[config.mk]
export PLATFORM = sky130hd
export DESIGN_NAME = generational_slot_table_core
export DESIGN_NICKNAME = d
export VERILOG_FILES = /design/src/rtl/gst_pkg.sv /design/src/rtl/gst_ram.sv /design/src/rtl/generational_slot_table_core.sv
export SDC_FILE = /design/constraint.sdc
export NUM_CORES = 1
export LEC_CHECK = 0
export BUFFER_PORTS_ARGS = -buffer_cell sky130_fd_sc_hd__buf_2
export CAP_MARGIN = 5
export CORE_MARGIN = 1.5
export CORE_UTILIZATION = 40
export CTS_CLUSTER_DIAMETER = 30
export DETAILED_ROUTE_END_ITERATION = 7
export MAX_ROUTING_LAYER = met4
export PLACE_DENSITY = 0.65
export SETUP_SLACK_MARGIN = 0.4
export SYNTH_ARGS = -nofsm -noshare
export SYNTH_HDL_FRONTEND = slang
export SYNTH_SLANG_ARGS = --single-unit
export TNS_END_PERCENT = 1
[constraint.sdc]
create_clock -name clk -period 11.37 [get_ports clk]
set_input_delay 0.5685 -clock clk [delete_from_list [all_inputs] [get_ports clk]]
set_output_delay 0.5685 -clock clk [all_outputs]
set_load 0.03 [all_outputs]
[src/rtl/gst_pkg.sv]
// Shared types, widths and codes for the generational slot table.
package gst_pkg;

  localparam int SLOTS      = 16;
  localparam int SLOT_W     = $clog2(SLOTS);
  localparam int INDEX_BITS = 5;
  localparam int GEN_W      = 16;
  localparam int HANDLE_W   = GEN_W + INDEX_BITS;
  localparam int TAG_W      = 8;
  localparam int CREATOR_W  = 16;
  localparam int MEMBER_W   = 8;
  localparam int DOM_W      = 4;
  localparam int HOLD_W     = 5;

  localparam logic [HOLD_W-1:0]   HOLD_MAX   = '1;
  localparam logic [MEMBER_W-1:0] MEMBER_MAX = '1;

  typedef enum logic [3:0] {
    OP_ALLOC_IMPLICIT = 4'd0,
    OP_ALLOC_CREATOR  = 4'd1,
    OP_RESOLVE        = 4'd2,
    OP_MAKE_HANDLE    = 4'd3,
    OP_CHECK_CREATOR  = 4'd4,
    OP_ORPHAN         = 4'd5,
    OP_DROP_HOLD      = 4'd6,
    OP_ADD_MEMBER     = 4'd7,
    OP_RELEASE        = 4'd8,
    OP_QUERY          = 4'd9
  } gst_op_t;

  localparam logic [1:0] ST_OK        = 2'd0;
  localparam logic [1:0] ST_REFUSED   = 2'd1;
  localparam logic [1:0] ST_EXHAUSTED = 2'd2;
  localparam logic [1:0] ST_DENIED    = 2'd3;

  localparam logic [1:0] ACT_NONE    = 2'd0;
  localparam logic [1:0] ACT_TAKE    = 2'd1;
  localparam logic [1:0] ACT_RELEASE = 2'd2;

  typedef struct packed {
    logic [3:0]           opcode;
    logic [SLOT_W-1:0]    slot;
    logic [CREATOR_W-1:0] creator;
    logic [HANDLE_W-1:0]  handle_in;
    logic                 grant_ok;
    logic [DOM_W-1:0]     grant_domain;
  } gst_req_t;

  typedef struct packed {
    logic [1:0]          status;
    logic                found;
    logic [SLOT_W-1:0]   slot_out;
    logic [HANDLE_W-1:0] handle_out;
    logic [MEMBER_W-1:0] members;
    logic [DOM_W-1:0]    domain_out;
    logic                domain_present;
    logic [1:0]          domain_action;
    logic                last;
  } gst_res_t;

  typedef struct packed {
    logic [GEN_W-1:0]    generation;
    logic [MEMBER_W-1:0] member_count;
    logic [TAG_W-1:0]    creator_byte;
    logic [DOM_W-1:0]    slot_domain;
    logic                domain_valid;
  } slot_ent_t;

  localparam int ENT_W = $bits(slot_ent_t);

endpackage

[src/rtl/gst_ram.sv]
// Generic single-port-write, single-port-read RAM with registered read data.
module gst_ram #(
  parameter int WIDTH = 8,
  parameter int DEPTH = 16
) (
  input  logic                     clk,
  input  logic                     wr_en,
  input  logic [$clog2(DEPTH)-1:0] wr_addr,
  input  logic [WIDTH-1:0]         wr_data,
  input  logic [$clog2(DEPTH)-1:0] rd_addr,
  output logic [WIDTH-1:0]         rd_data
);

  logic [WIDTH-1:0] mem_r [DEPTH];
  logic [WIDTH-1:0] rd_data_r;

  always_ff @(posedge clk) begin
    if (wr_en) begin
      mem_r[wr_addr] <= wr_data;
    end
    rd_data_r <= mem_r[rd_addr];
  end

  assign rd_data = rd_data_r;

endmodule

[src/rtl/generational_slot_table_core.sv]
// Generational slot table: slot state in one RAM, read-modify-write sequencer.
// A request is taken only in the idle state, which issues its RAM read; the execute state
//   uses the registered read data and loads the result into the output register. Allocate
//   scans one slot a cycle from slot 0 until it finds a free slot or reaches the last;
//   orphan scans all 16 slots (none with no holds or a zero tag), then flush emits its result.
//   No new request is taken until the last is done; an output stall can hold the block.
// Reset: synchronous, active low; per-slot valid flops make every slot read as zero.
module generational_slot_table_core (
  input  logic              clk,
  input  logic              rst_n,
  input  logic              in_valid,
  output logic              in_stall,
  input  gst_pkg::gst_req_t in_req,
  output logic              out_valid,
  input  logic              out_stall,
  output gst_pkg::gst_res_t out_res
);
  import gst_pkg::*;

  typedef enum logic [2:0] {
    S_IDLE  = 3'b001,
    S_EXEC  = 3'b010,
    S_FLUSH = 3'b100
  } state_t;

  state_t              state_r, state_nxt;
  gst_req_t            req_r, req_nxt;
  logic [SLOT_W-1:0]   cur_r, cur_nxt;
  logic [HOLD_W-1:0]   hold_r, hold_nxt;
  gst_res_t            pend_r, pend_nxt;
  logic                pend_vld_r, pend_vld_nxt;
  logic                out_valid_r;
  gst_res_t            out_res_r;
  logic [SLOTS-1:0]    slot_vld_r;
  logic                rd_vld_r;

  logic                accept;
  logic                out_free;
  logic                emit;
  gst_res_t            emit_res;
  logic                wr_en;
  slot_ent_t           wr_data;
  logic [SLOT_W-1:0]   rd_addr;
  logic [ENT_W-1:0]    rd_raw;
  slot_ent_t           ent;
  logic [SLOT_W-1:0]   start_idx;
  logic [TAG_W-1:0]    tag;
  logic                last_slot;

  slot_ent_t           alloc_ent, add_ent, rel_ent, drop_ent;
  gst_res_t            rel_res, drop_res;
  logic                held;
  logic                hit;
  logic [INDEX_BITS-1:0] biased;
  logic [HOLD_W-1:0]   hold_dec;

  function automatic logic [HANDLE_W-1:0] handle_of(input logic [SLOT_W-1:0] idx,
                                                    input logic [GEN_W-1:0] gen);
    handle_of = {gen, INDEX_BITS'(idx) + INDEX_BITS'(1)};
  endfunction

  function automatic gst_res_t fill_slot(input logic [SLOT_W-1:0] idx, input slot_ent_t e);
    gst_res_t r;
    r                = '0;
    r.slot_out       = idx;
    r.handle_out     = handle_of(idx, e.generation);
    r.members        = e.member_count;
    r.domain_present = e.domain_valid;
    r.domain_out     = e.domain_valid ? e.slot_domain : '0;
    return r;
  endfunction

  gst_ram #(
    .WIDTH (ENT_W),
    .DEPTH (SLOTS)
  ) u_slot_ram (
    .clk     (clk),
    .wr_en   (wr_en),
    .wr_addr (cur_r),
    .wr_data (wr_data),
    .rd_addr (rd_addr),
    .rd_data (rd_raw)
  );

  assign ent       = rd_vld_r ? slot_ent_t'(rd_raw) : '0;
  assign accept    = in_valid && !in_stall;
  assign in_stall  = (state_r != S_IDLE);
  assign out_free  = !out_valid_r || !out_stall;
  assign tag       = req_r.creator[TAG_W-1:0];
  assign last_slot = (cur_r == SLOT_W'(SLOTS - 1));
  assign biased    = req_r.handle_in[INDEX_BITS-1:0];
  assign hold_dec  = (hold_r != '0) ? hold_r - HOLD_W'(1) : hold_r;
  assign held      = (ent.creator_byte != '0);
  assign hit       = (biased != '0) && (biased <= INDEX_BITS'(SLOTS))
                     && (ent.generation == req_r.handle_in[HANDLE_W-1:INDEX_BITS])
                     && held;

  always_comb begin
    priority case (in_req.opcode)
      OP_ALLOC_IMPLICIT, OP_ALLOC_CREATOR, OP_ORPHAN: start_idx = '0;
      OP_RESOLVE: start_idx = SLOT_W'(in_req.handle_in[INDEX_BITS-1:0] - INDEX_BITS'(1));
      default:    start_idx = in_req.slot;
    endcase
  end

  always_comb begin
    alloc_ent              = ent;
    alloc_ent.member_count = '0;
    alloc_ent.creator_byte = (req_r.opcode == OP_ALLOC_CREATOR) ? tag : '0;
    alloc_ent.slot_domain  = req_r.grant_domain;
    alloc_ent.domain_valid = 1'b1;

    add_ent = ent;
    if (ent.member_count != MEMBER_MAX) begin
      add_ent.member_count = ent.member_count + MEMBER_W'(1);
    end

    rel_ent = ent;
    if (ent.member_count != '0) begin
      rel_ent.member_count = ent.member_count - MEMBER_W'(1);
    end
    if (ent.member_count == MEMBER_W'(1) && !held) begin
      rel_ent.slot_domain  = '0;
      rel_ent.domain_valid = 1'b0;
      rel_ent.generation   = ent.generation + GEN_W'(1);
    end
    rel_res               = fill_slot(cur_r, rel_ent);
    rel_res.found         = (ent.member_count == MEMBER_W'(1));
    rel_res.domain_action = (ent.member_count == MEMBER_W'(1) && ent.domain_valid)
                            ? ACT_RELEASE : ACT_NONE;
    rel_res.domain_out    = ent.domain_valid ? ent.slot_domain : '0;

    drop_ent              = ent;
    drop_ent.creator_byte = '0;
    if (ent.member_count == '0) begin
      drop_ent.slot_domain  = '0;
      drop_ent.domain_valid = 1'b0;
      drop_ent.generation   = ent.generation + GEN_W'(1);
    end
    drop_res          = '0;
    drop_res.slot_out = cur_r;
    if (held) begin
      drop_res               = fill_slot(cur_r, drop_ent);
      drop_res.found         = (ent.member_count == '0);
      drop_res.domain_action = ent.domain_valid ? ACT_RELEASE : ACT_NONE;
      drop_res.domain_out    = ent.domain_valid ? ent.slot_domain : '0;
    end
  end

  always_comb begin
    gst_res_t  res_c;
    slot_ent_t wdat_c;
    logic      wr_c;
    logic      done_c;
    logic      adv_c;
    logic [HOLD_W-1:0] hold_c;

    state_nxt    = state_r;
    req_nxt      = req_r;
    cur_nxt      = cur_r;
    hold_nxt     = hold_r;
    pend_nxt     = pend_r;
    pend_vld_nxt = pend_vld_r;
    emit         = 1'b0;
    emit_res     = '0;
    wr_en        = 1'b0;
    wr_data      = ent;
    rd_addr      = cur_r;
    res_c        = '0;
    wdat_c       = ent;
    wr_c         = 1'b0;
    done_c       = 1'b0;
    adv_c        = 1'b0;
    hold_c       = hold_r;

    unique case (state_r)
      S_IDLE: begin
        if (in_valid) begin
          req_nxt      = in_req;
          pend_vld_nxt = 1'b0;
          cur_nxt      = start_idx;
          rd_addr      = start_idx;
          if (in_req.opcode == OP_ORPHAN
              && (hold_r == '0 || in_req.creator[TAG_W-1:0] == '0)) begin
            state_nxt = S_FLUSH;
          end else begin
            state_nxt = S_EXEC;
          end
        end
      end

      S_EXEC: begin
        if (req_r.opcode == OP_ORPHAN) begin
          if (ent.creator_byte == tag) begin
            if (!pend_vld_r || out_free) begin
              if (pend_vld_r) begin
                emit     = 1'b1;
                emit_res = pend_r;
              end
              pend_nxt     = drop_res;
              pend_vld_nxt = 1'b1;
              wr_en        = 1'b1;
              wr_data      = drop_ent;
              hold_nxt     = hold_dec;
              adv_c        = 1'b1;
            end
          end else begin
            adv_c = 1'b1;
          end
          if (adv_c) begin
            if (last_slot) begin
              state_nxt = S_FLUSH;
            end else begin
              cur_nxt = cur_r + SLOT_W'(1);
              rd_addr = cur_r + SLOT_W'(1);
            end
          end
        end else begin
          priority case (req_r.opcode)
            OP_ALLOC_IMPLICIT, OP_ALLOC_CREATOR: begin
              if (req_r.opcode == OP_ALLOC_CREATOR && tag == '0) begin
                res_c.status = ST_DENIED;
                done_c       = 1'b1;
              end else if (!req_r.grant_ok) begin
                res_c.status = ST_REFUSED;
                done_c       = 1'b1;
              end else if (ent.member_count == '0 && !held) begin
                res_c  = fill_slot(cur_r, alloc_ent);
                wdat_c = alloc_ent;
                wr_c   = 1'b1;
                done_c = 1'b1;
                if (req_r.opcode == OP_ALLOC_CREATOR) begin
                  res_c.domain_action = ACT_TAKE;
                  if (hold_r != HOLD_MAX) begin
                    hold_c = hold_r + HOLD_W'(1);
                  end
                end
              end else if (last_slot) begin
                res_c.status = ST_EXHAUSTED;
                done_c       = 1'b1;
              end else begin
                adv_c = 1'b1;
              end
            end
            OP_RESOLVE: begin
              done_c = 1'b1;
              if (hit) begin
                res_c       = fill_slot(cur_r, ent);
                res_c.found = 1'b1;
              end
            end
            OP_MAKE_HANDLE: begin
              done_c = 1'b1;
              res_c  = fill_slot(cur_r, ent);
            end
            OP_CHECK_CREATOR: begin
              done_c      = 1'b1;
              res_c       = fill_slot(cur_r, ent);
              res_c.found = (tag != '0) && (ent.creator_byte == tag);
            end
            OP_DROP_HOLD: begin
              done_c = 1'b1;
              res_c  = drop_res;
              wdat_c = drop_ent;
              wr_c   = held;
              if (held) begin
                hold_c = hold_dec;
              end
            end
            OP_ADD_MEMBER: begin
              done_c = 1'b1;
              res_c  = fill_slot(cur_r, add_ent);
              wdat_c = add_ent;
              wr_c   = 1'b1;
              if (ent.member_count == '0 && ent.domain_valid) begin
                res_c.domain_action = ACT_TAKE;
              end
            end
            OP_RELEASE: begin
              done_c = 1'b1;
              res_c  = rel_res;
              wdat_c = rel_ent;
              wr_c   = 1'b1;
            end
            OP_QUERY: begin
              done_c      = 1'b1;
              res_c       = fill_slot(cur_r, ent);
              res_c.found = (ent.member_count != '0) || held;
            end
            default: begin
              res_c.status = ST_DENIED;
              done_c       = 1'b1;
            end
          endcase

          if (done_c && out_free) begin
            emit          = 1'b1;
            emit_res      = res_c;
            emit_res.last = 1'b1;
            wr_en         = wr_c;
            wr_data       = wdat_c;
            hold_nxt      = hold_c;
            state_nxt     = S_IDLE;
          end else if (adv_c) begin
            cur_nxt = cur_r + SLOT_W'(1);
            rd_addr = cur_r + SLOT_W'(1);
          end
        end
      end

      S_FLUSH: begin
        if (out_free) begin
          emit          = 1'b1;
          emit_res      = pend_vld_r ? pend_r : '0;
          emit_res.last = 1'b1;
          pend_vld_nxt  = 1'b0;
          state_nxt     = S_IDLE;
        end
      end

      default: begin
        state_nxt = S_IDLE;
      end
    endcase
  end

  always_ff @(posedge clk) begin
    if (!rst_n) begin
      state_r     <= S_IDLE;
      cur_r       <= '0;
      hold_r      <= '0;
      pend_vld_r  <= 1'b0;
      out_valid_r <= 1'b0;
      slot_vld_r  <= '0;
      rd_vld_r    <= 1'b0;
    end else begin
      state_r    <= state_nxt;
      cur_r      <= cur_nxt;
      hold_r     <= hold_nxt;
      pend_vld_r <= pend_vld_nxt;
      rd_vld_r   <= slot_vld_r[rd_addr];
      if (wr_en) begin
        slot_vld_r[cur_r] <= 1'b1;
      end
      if (emit) begin
        out_valid_r <= 1'b1;
      end else if (!out_stall) begin
        out_valid_r <= 1'b0;
      end
    end
  end

  always_ff @(posedge clk) begin
    req_r  <= req_nxt;
    pend_r <= pend_nxt;
    if (emit) begin
      out_res_r <= emit_res;
    end
  end

  assign out_valid = out_valid_r;
  assign out_res   = out_res_r;

`ifndef SYNTH
  a_write_in_exec: assert property (@(posedge clk) disable iff (!rst_n)
    wr_en |-> (state_r == S_EXEC))
    else $error("slot RAM written outside the execute state");

  a_emit_free: assert property (@(posedge clk) disable iff (!rst_n)
    emit |-> (!out_valid_r || !out_stall))
    else $error("result overwrote a stalled output");

  a_pend_orphan: assert property (@(posedge clk) disable iff (!rst_n)
    pend_vld_r |-> (req_r.opcode == OP_ORPHAN))
    else $error("pending result held outside an orphan request");

  a_accept_busy: assert property (@(posedge clk) disable iff (!rst_n)
    accept |=> in_stall)
    else $error("request taken without entering the execute path");
`endif

endmodule

==> impl_metrics.env, run 1 <==
export IMPL_cellPowerDensity_mw_per_mm2=199
export IMPL_grt_max_degree=153
export IMPL_cts_setup_buffers=0
export IMPL_maxSlewHeadroom_pct=11.5
export IMPL_route_antenna_remaining_nets=0
export IMPL_vias=21000
export IMPL_grt_setup_unrepaired="no"
export IMPL_antenna_found_initial=5
export IMPL_wl_per_cell_um=23.5
export IMPL_synth_cell_types=83
export IMPL_synth_nets=2444
export IMPL_max_cap_violations=0
export IMPL_cts_root_buf="clkbuf_16"
export IMPL_syn_inst=2378
export IMPL_ys_seq_area_share_pct=67.3
export IMPL_min_period_ns=6.09
export IMPL_synth_top_area_share_pct=63.3
export IMPL_drive_above_1_share_pct=20.2
export IMPL_cts_sinks=782
export IMPL_grt_pass1_wl_mm=131
export IMPL_rows=106
export IMPL_clock_latency_ns=0.70
export IMPL_h_tree_depth=4
export IMPL_first_global_vias=21000
export IMPL_crit_type="register to register"
export IMPL_max_stage_delay_ns=0.80
export IMPL_fp_dieW_um=294
export IMPL_tns_ns=0
export IMPL_cts_resized=0
export IMPL_p_leak_nw=12.9
export IMPL_async_flop_share_pct=0
export IMPL_io_pins=100
export IMPL_path_cells="buf_4 > and2_1 > inv_1 > ha_1 > and3_1 > buf_4 > a211oi_4 > nor2_2 > o21ai_1 > nor2_2 > a21oi_1 > nor3b_1 > and2_4"
export IMPL_dpl_hpwl_mm=51.6
export IMPL_hold_path_class="input pin to register"
export IMPL_end_kind="register"
export IMPL_core_area_mm2=0.0838
export IMPL_die_area_mm2=0.0865
export IMPL_status="finished, final reports clean"
export IMPL_area_growth_syn_to_layout_pct=17.6
export IMPL_cp_start_kind="register"
export IMPL_cts_tree="done"
export IMPL_synth_edff_count=714
export IMPL_drt_iter0_drc=2154
export IMPL_hold_buffers=0
export IMPL_arrival_ns=6.40
export IMPL_critical_path_required_ns=11.68
export IMPL_hold_viol_final=0
export IMPL_max_freq_mhz=164
export IMPL_gp_congestion=0.965
export IMPL_die_h_um=294
export IMPL_cts_buffers=131
export IMPL_hold_depth=1
export IMPL_critPathMaxFanout=39
export IMPL_synth_main_ff_cell="edfxtp_1"
export IMPL_overflow=0
export IMPL_path_clk_slew_ns=0.05
export IMPL_worstMarginPinSlew_ns=1.33
export IMPL_ys_top_cells_by_area="edfxtp_1 (63%), mux2i_1 (6.9%), mux2_2 (4.3%)"
export IMPL_reg2reg_depth=13
export IMPL_io_buffers=91
export IMPL_timing_final_crit_share_pct=53.6
export IMPL_routed_wl_mm=88.5
export IMPL_finClkSkew_ns=0.0215
export IMPL_vias_per_cell=5.58
export IMPL_slew_viol_final=0
export IMPL_finalSetupViolations=0
export IMPL_path_delay_family="simple AND/OR/NAND/NOR gates"
export IMPL_cp_slowest_cell="and2_4"
export IMPL_cp_num_buf_inv=3
export IMPL_finalNetCount=2590
export IMPL_yosys_register_bits=782
export IMPL_postSynthAreaPerCell_um2=14.3
export IMPL_drt_drc_violations_left=0
export IMPL_synthTopCellsByCount="edfxtp_1 (714), mux2i_1 (232), nor2_1 (196)"
export IMPL_cp_depth=13
export IMPL_grt_total_usage_pct=21.1
export IMPL_syn_cell_area_mm2=0.0339
export IMPL_yosysMostFrequentCell="edfxtp_1"
export IMPL_irDropWorstVdd_uv=121
export IMPL_cts_buffer_depth=3
export IMPL_yosys_area_top_type="edfxtp_1"
export IMPL_power_mw=7.92
export IMPL_ys_warn_count=0
export IMPL_drt_pass1_iterations=8
export IMPL_initial_core_util_pct=40.4
-- metal layers --
layer  global-route usage [%]  share of wire, %
met1                     26.0                42
met5                        -                 0
met2                     34.4                49
met3                     4.38               6.3
met4                     7.41               3.1
-- state kept, by name, summed over array words and instances, names as in the netlist --
register            flops
alloc_ent               4
biased                  5
cur_r                   4
hold_r                  5
out_res                44
out_valid               1
pend_r                 40
pend_vld_r              1
rd_vld_r                1
req_r                  29
slot_vld_r             16
state_r                 3
u_slot_ram.mem_r      592
u_slot_ram.rd_data     37
-- cell type report --
type / count / area [µm²]
fillers: 7171 / 44000
inverters: 22 / 82.6
diodes: 3 / 7.51
well taps: 1134 / 1420
flip-flops and latches: 782 / 22800
multi-input cells: 1448 / 10300
repair buffers: 139 / 847
clock inverters: 94 / 926
clock buffers: 143 / 3410
-- power by group --
part	leakage [nW]	total, mW	switching, mW	internal (mW)
clock network	2.10	3.81	1.39	2.42
logic	3.88	0.789	0.501	0.288
registers	6.91	3.32	0.130	3.19
-- cells by family after synthesis --
kind of cell,count (synthesis),synth area share (%)
compound gates,472,9.35
buf+inv,148,2.47
flops,782,67.3
xor+xnor,50,1.29
mux,384,12.0
simple gates,530,7.20
fa+ha+maj,12,0.443
-- final timing paths --
kind                                  end  slack (ns)     startpoint
hold reg to reg             slot_vld_r[0]        0.47  slot_vld_r[0]
setup reg to reg  u_slot_ram.mem_r[5][28]        5.28       rd_vld_r
setup / recovery  u_slot_ram.mem_r[5][28]        5.28       rd_vld_r
hold / removal               alloc_ent[4]        0.05      in_req[3]
-- metrics by stage --
stage                     setup WS [ns]  cells  cell area (µm²)  hold WS [ns]  util (%)
after floorplan                    5.42   2378            33900         0.406         -
after global placement             5.51   3519            35400         0.441      42.3
after detailed placement           5.49   3519            35400         0.454      42.3
after CTS                          5.44   3756            39800        0.0132      47.4
after global routing               5.19   3765            39800        0.0197      47.5
final                              5.28   3765            39800        0.0537      47.5
-- placed cells by master, fill, tap and decap left out, types with 13 or more instances in the layout --
cell type and count:
clkbuf_16 135, dfxtp_1 67, o21a_1 19, mux2i_1 232, nand4_1 16, clkinv_2 18
inv_6 14, mux2_2 128, a22o_1 19, nor3_1 24, edfxtp_1 714, o21ai_0 78
nor2_1 194, a31oi_1 20, xor2_1 14, a221o_1 39, mux2_1 22, nand3_1 36
buf_2 91, clkinv_4 13, xnor2_1 35, nand2_1 153, a21oi_1 130, o22ai_1 64
a22oi_1 14, clkinv_1 17, buf_4 45, inv_1 21
(Power assumes the default switching activity.)
==> inputs of run 2 (changes only) <==
- ABC_AREA: unset -> 1
- clock period: 11.37 -> 6.1 ns (I/O delays scaled with it)
==> run 2 against run 1 <==
Against the previous run: sequential share of layout area down 2.5 points; total power up 140%; clock-buffer cell count up 8; critical endpoint is now u_slot_ram.mem_r[10][18].
==> impl_metrics.env, run 2 <==
export IMPL_status="finished, final reports clean"
export IMPL_vias_per_cell=5.44
export IMPL_cp_slowest_cell="nor3_1"
export IMPL_async_flop_share_pct=0
export IMPL_finClkSkew_ns=0.0306
export IMPL_post_layout_nonfiller_instances=4546
export IMPL_layout_common_cells="edfxtp_1 (714), nand2_1 (485), inv_1 (367)"
export IMPL_die_h_um=298
export IMPL_drt_iter0_drc=2701
export IMPL_overflow=0
export IMPL_drive_above_1_share_pct=14.7
export IMPL_crit_type="register to register"
export IMPL_share_comb_of_total_power_pct=27.3
export IMPL_dp_cells=4265
export IMPL_critPathLaunch="rd_vld_r"
export IMPL_pwr_share_seq_pct=34.2
export IMPL_worstHoldStart="rst_n"
export IMPL_fillers=7557
export IMPL_die_area_mm2=0.0888
export IMPL_antenna_found_initial=1
export IMPL_drt_pass1_iterations=6
export IMPL_timing_final_crit_share_pct=80.1
export IMPL_critPathMaxFanout=26
export IMPL_grt_pass1_wl_mm=144
export IMPL_finalSetupViolations=0
export IMPL_maxSlewHeadroom_pct=13.2
export IMPL_min_period_ns=4.89
export IMPL_placed_area_mm2=0.0367
export IMPL_slew_viol_final=0
export IMPL_cts_buffers=130
export IMPL_yosysMostFrequentCell="edfxtp_1"
export IMPL_cts_tree="done"
export IMPL_path_clk_slew_ns=0.05
export IMPL_top_register="u_slot_ram.mem_r"
export IMPL_cts_buffer_depth=3
export IMPL_route_antenna_remaining_nets=0
export IMPL_cellPowerDensity_mw_per_mm2=461
export IMPL_h_tree_depth=4
export IMPL_grt_setup_unrepaired="no"
export IMPL_cts_root_buf="clkbuf_16"
export IMPL_grt_total_usage_pct=22.2
export IMPL_path_cells="nand2_1 > ha_1 > inv_1 > nor2_2 > nand2_4 > nor2_4 > nor2_2 > nand2_4 > nand2_2 > nor2_2 > inv_2 > nor2_4 > inv_2 > nor3_1 > o22ai_1"
export IMPL_synth_top_area_share_pct=61.6
export IMPL_largest_reg_flops=592
export IMPL_diodes=0
export IMPL_synth_cell_types=55
export IMPL_irDropWorstVdd_uv=321
export IMPL_critical_path_required_ns=6.35
export IMPL_core_area_mm2=0.0865
export IMPL_fp_dieW_um=298
export IMPL_hold_path_class="input pin to register"
export IMPL_max_freq_mhz=205
export IMPL_initial_core_util_pct=40.2
export IMPL_drt_drc_violations_left=0
export IMPL_synth_edff_count=714
export IMPL_syn_cell_area_mm2=0.0348
export IMPL_routed_wl_mm=96.4
export IMPL_switching_share_pct=34.5
export IMPL_p_switching_mw=6.63
export IMPL_cpMostUsedCell="nor2_2"
export IMPL_synthTopCellsByCount="edfxtp_1 (714), nand2_1 (489), inv_1 (369)"
export IMPL_p_int_mw=12.6
export IMPL_syn_inst=3116
export IMPL_pwr_share_clk_pct=38.5
export IMPL_hold_depth=2
export IMPL_rows=108
export IMPL_arrival_ns=5.13
export IMPL_end_kind="register"
export IMPL_synth_nets=3182
export IMPL_ys_warn_count=0
export IMPL_synth_main_ff_cell="edfxtp_1"
export IMPL_clock_latency_ns=0.72
export IMPL_cts_sinks=782
export IMPL_final_common_cell="edfxtp_1"
export IMPL_dpl_hpwl_mm=55.6
export IMPL_wl_per_cell_um=21.2
export IMPL_cts_setup_buffers=0
export IMPL_max_cap_violations=0
export IMPL_postSynthAreaPerCell_um2=11.2
export IMPL_cp_start_kind="register"
export IMPL_ys_top_cells_by_area="edfxtp_1 (62%), o211ai_1 (6.1%), nand2_1 (5.3%)"
export IMPL_ys_seq_area_share_pct=65.5
export IMPL_finalInstanceArea_mm2=0.0416
export IMPL_gp_congestion=0.943
export IMPL_r2r_start="rd_vld_r"
export IMPL_yosys_register_bits=782
export IMPL_first_global_vias=23400
export IMPL_io_pins=100
export IMPL_p_leak_nw=15.6
export IMPL_max_stage_delay_ns=0.90
export IMPL_worstMarginPinSlew_ns=1.30
export IMPL_finalNetCount=3349
export IMPL_io_buffers=91
export IMPL_tns_ns=0
export IMPL_hold_viol_final=0
export IMPL_reg2reg_depth=15
export IMPL_area_growth_syn_to_layout_pct=19.6
export IMPL_yosys_area_top_type="edfxtp_1"
export IMPL_vias=24700
export IMPL_grt_max_degree=125
run 2: cell types whose count changed in the layout (fill, tap and decap cells not counted), moves of 34 or more:
cell / change
nor2_1: -44
mux2_2: -128
dlygate4sd3_1: +39
nand2_1: +332
o21ai_0: +103
o211ai_2: +34
inv_1: +346
o211ai_1: +276
nand3_1: +216
a221o_1: -39
mux2i_1: -232
o22ai_1: -34
run 2: timing repair:
item                                    CTS  global route
resized for setup                         0             0
hold buffers                             39             0
endpoints found under the hold margin    39             0
endpoints found under the setup margin    0             0
run 2: critical path, delay by kind of cell, from the launching register on:
family	cells	cell delay (ns)
adders and majority gates	1	0.23
and+or+nand+nor	10	2.55
DFF	1	0.51
buffers and inverters	3	0.36
AOI/OAI and AO/OA	1	0.69
run 2: final cells by class:
| type | instances | area (µm²) | area share, % |
|---|---|---|---|
| timing repair buffer | 208 | 1590 | 3.83 |
| sequential | 782 | 22800 | 54.8 |
| tap | 1155 | 1450 | 3.47 |
| clock inverter | 89 | 1020 | 2.45 |
| clock buffer | 151 | 3500 | 8.40 |
| multi-input combinational | 1776 | 9810 | 23.6 |
| inverter | 385 | 1450 | 3.48 |
run 2: worst paths after layout:
kind                                            endpoint  slack, ns
worst max-delay path            u_slot_ram.mem_r[10][18]       1.21
worst min-delay path                          state_r[0]       0.07
worst max register to register  u_slot_ram.mem_r[10][18]       1.21
worst min register to register             slot_vld_r[1]       0.46
run 2: power groups by stage:
stage	sequential [mW]	combinational (mW)	clock, mW
2_1_floorplan	6.56	3.72	0
3_3_place_gp	6.67	5.08	0
4_1_cts	6.56	5.19	7.49
3_5_place_dp	6.67	5.14	0
6_report	6.57	5.23	7.39
5_1_grt	6.58	5.74	7.73
run 2: metrics by stage:
| step | hold WS (ns) | power (mW) | utilization [%] | worst slack, ns |
|---|---|---|---|---|
| after floorplan | 0.403 | 10.3 | - | 0.306 |
| after global placement | 0.438 | 11.7 | 42.4 | 1.41 |
| after CTS | 0.0142 | 19.2 | 48.1 | 1.37 |
| after global routing | 0.0628 | 20.0 | 48.1 | 0.940 |
| after detailed placement | 0.445 | 11.8 | 42.4 | 1.37 |
| final | 0.0740 | 19.2 | 48.1 | 1.21 |
run 2: metal layers:
layer	global-route usage, %	vias to the layer above	routed length, µm	share of wire, %
met4	7.37	0	2280	2.4
met3	3.62	164	7510	7.8
met1	29.6	11900	41200	43
met2	34.5	1081	45400	47
li1	-	11600	-	-
met5	-	-	0	0
run 2: cell families (layout without fill, tap and decap cells):
logic type                 count (synthesis)  in the layout  share of synthesized area, %
xor gates and xnor gates                  25             25                         0.629
AOI/OAI and AO/OA                        746            746                          14.2
and+or+nand+nor                          993            993                          12.4
buffers and inverters                    558            833                          6.84
DFF                                      782            782                          65.5
adders and majority gates                 12             12                         0.431
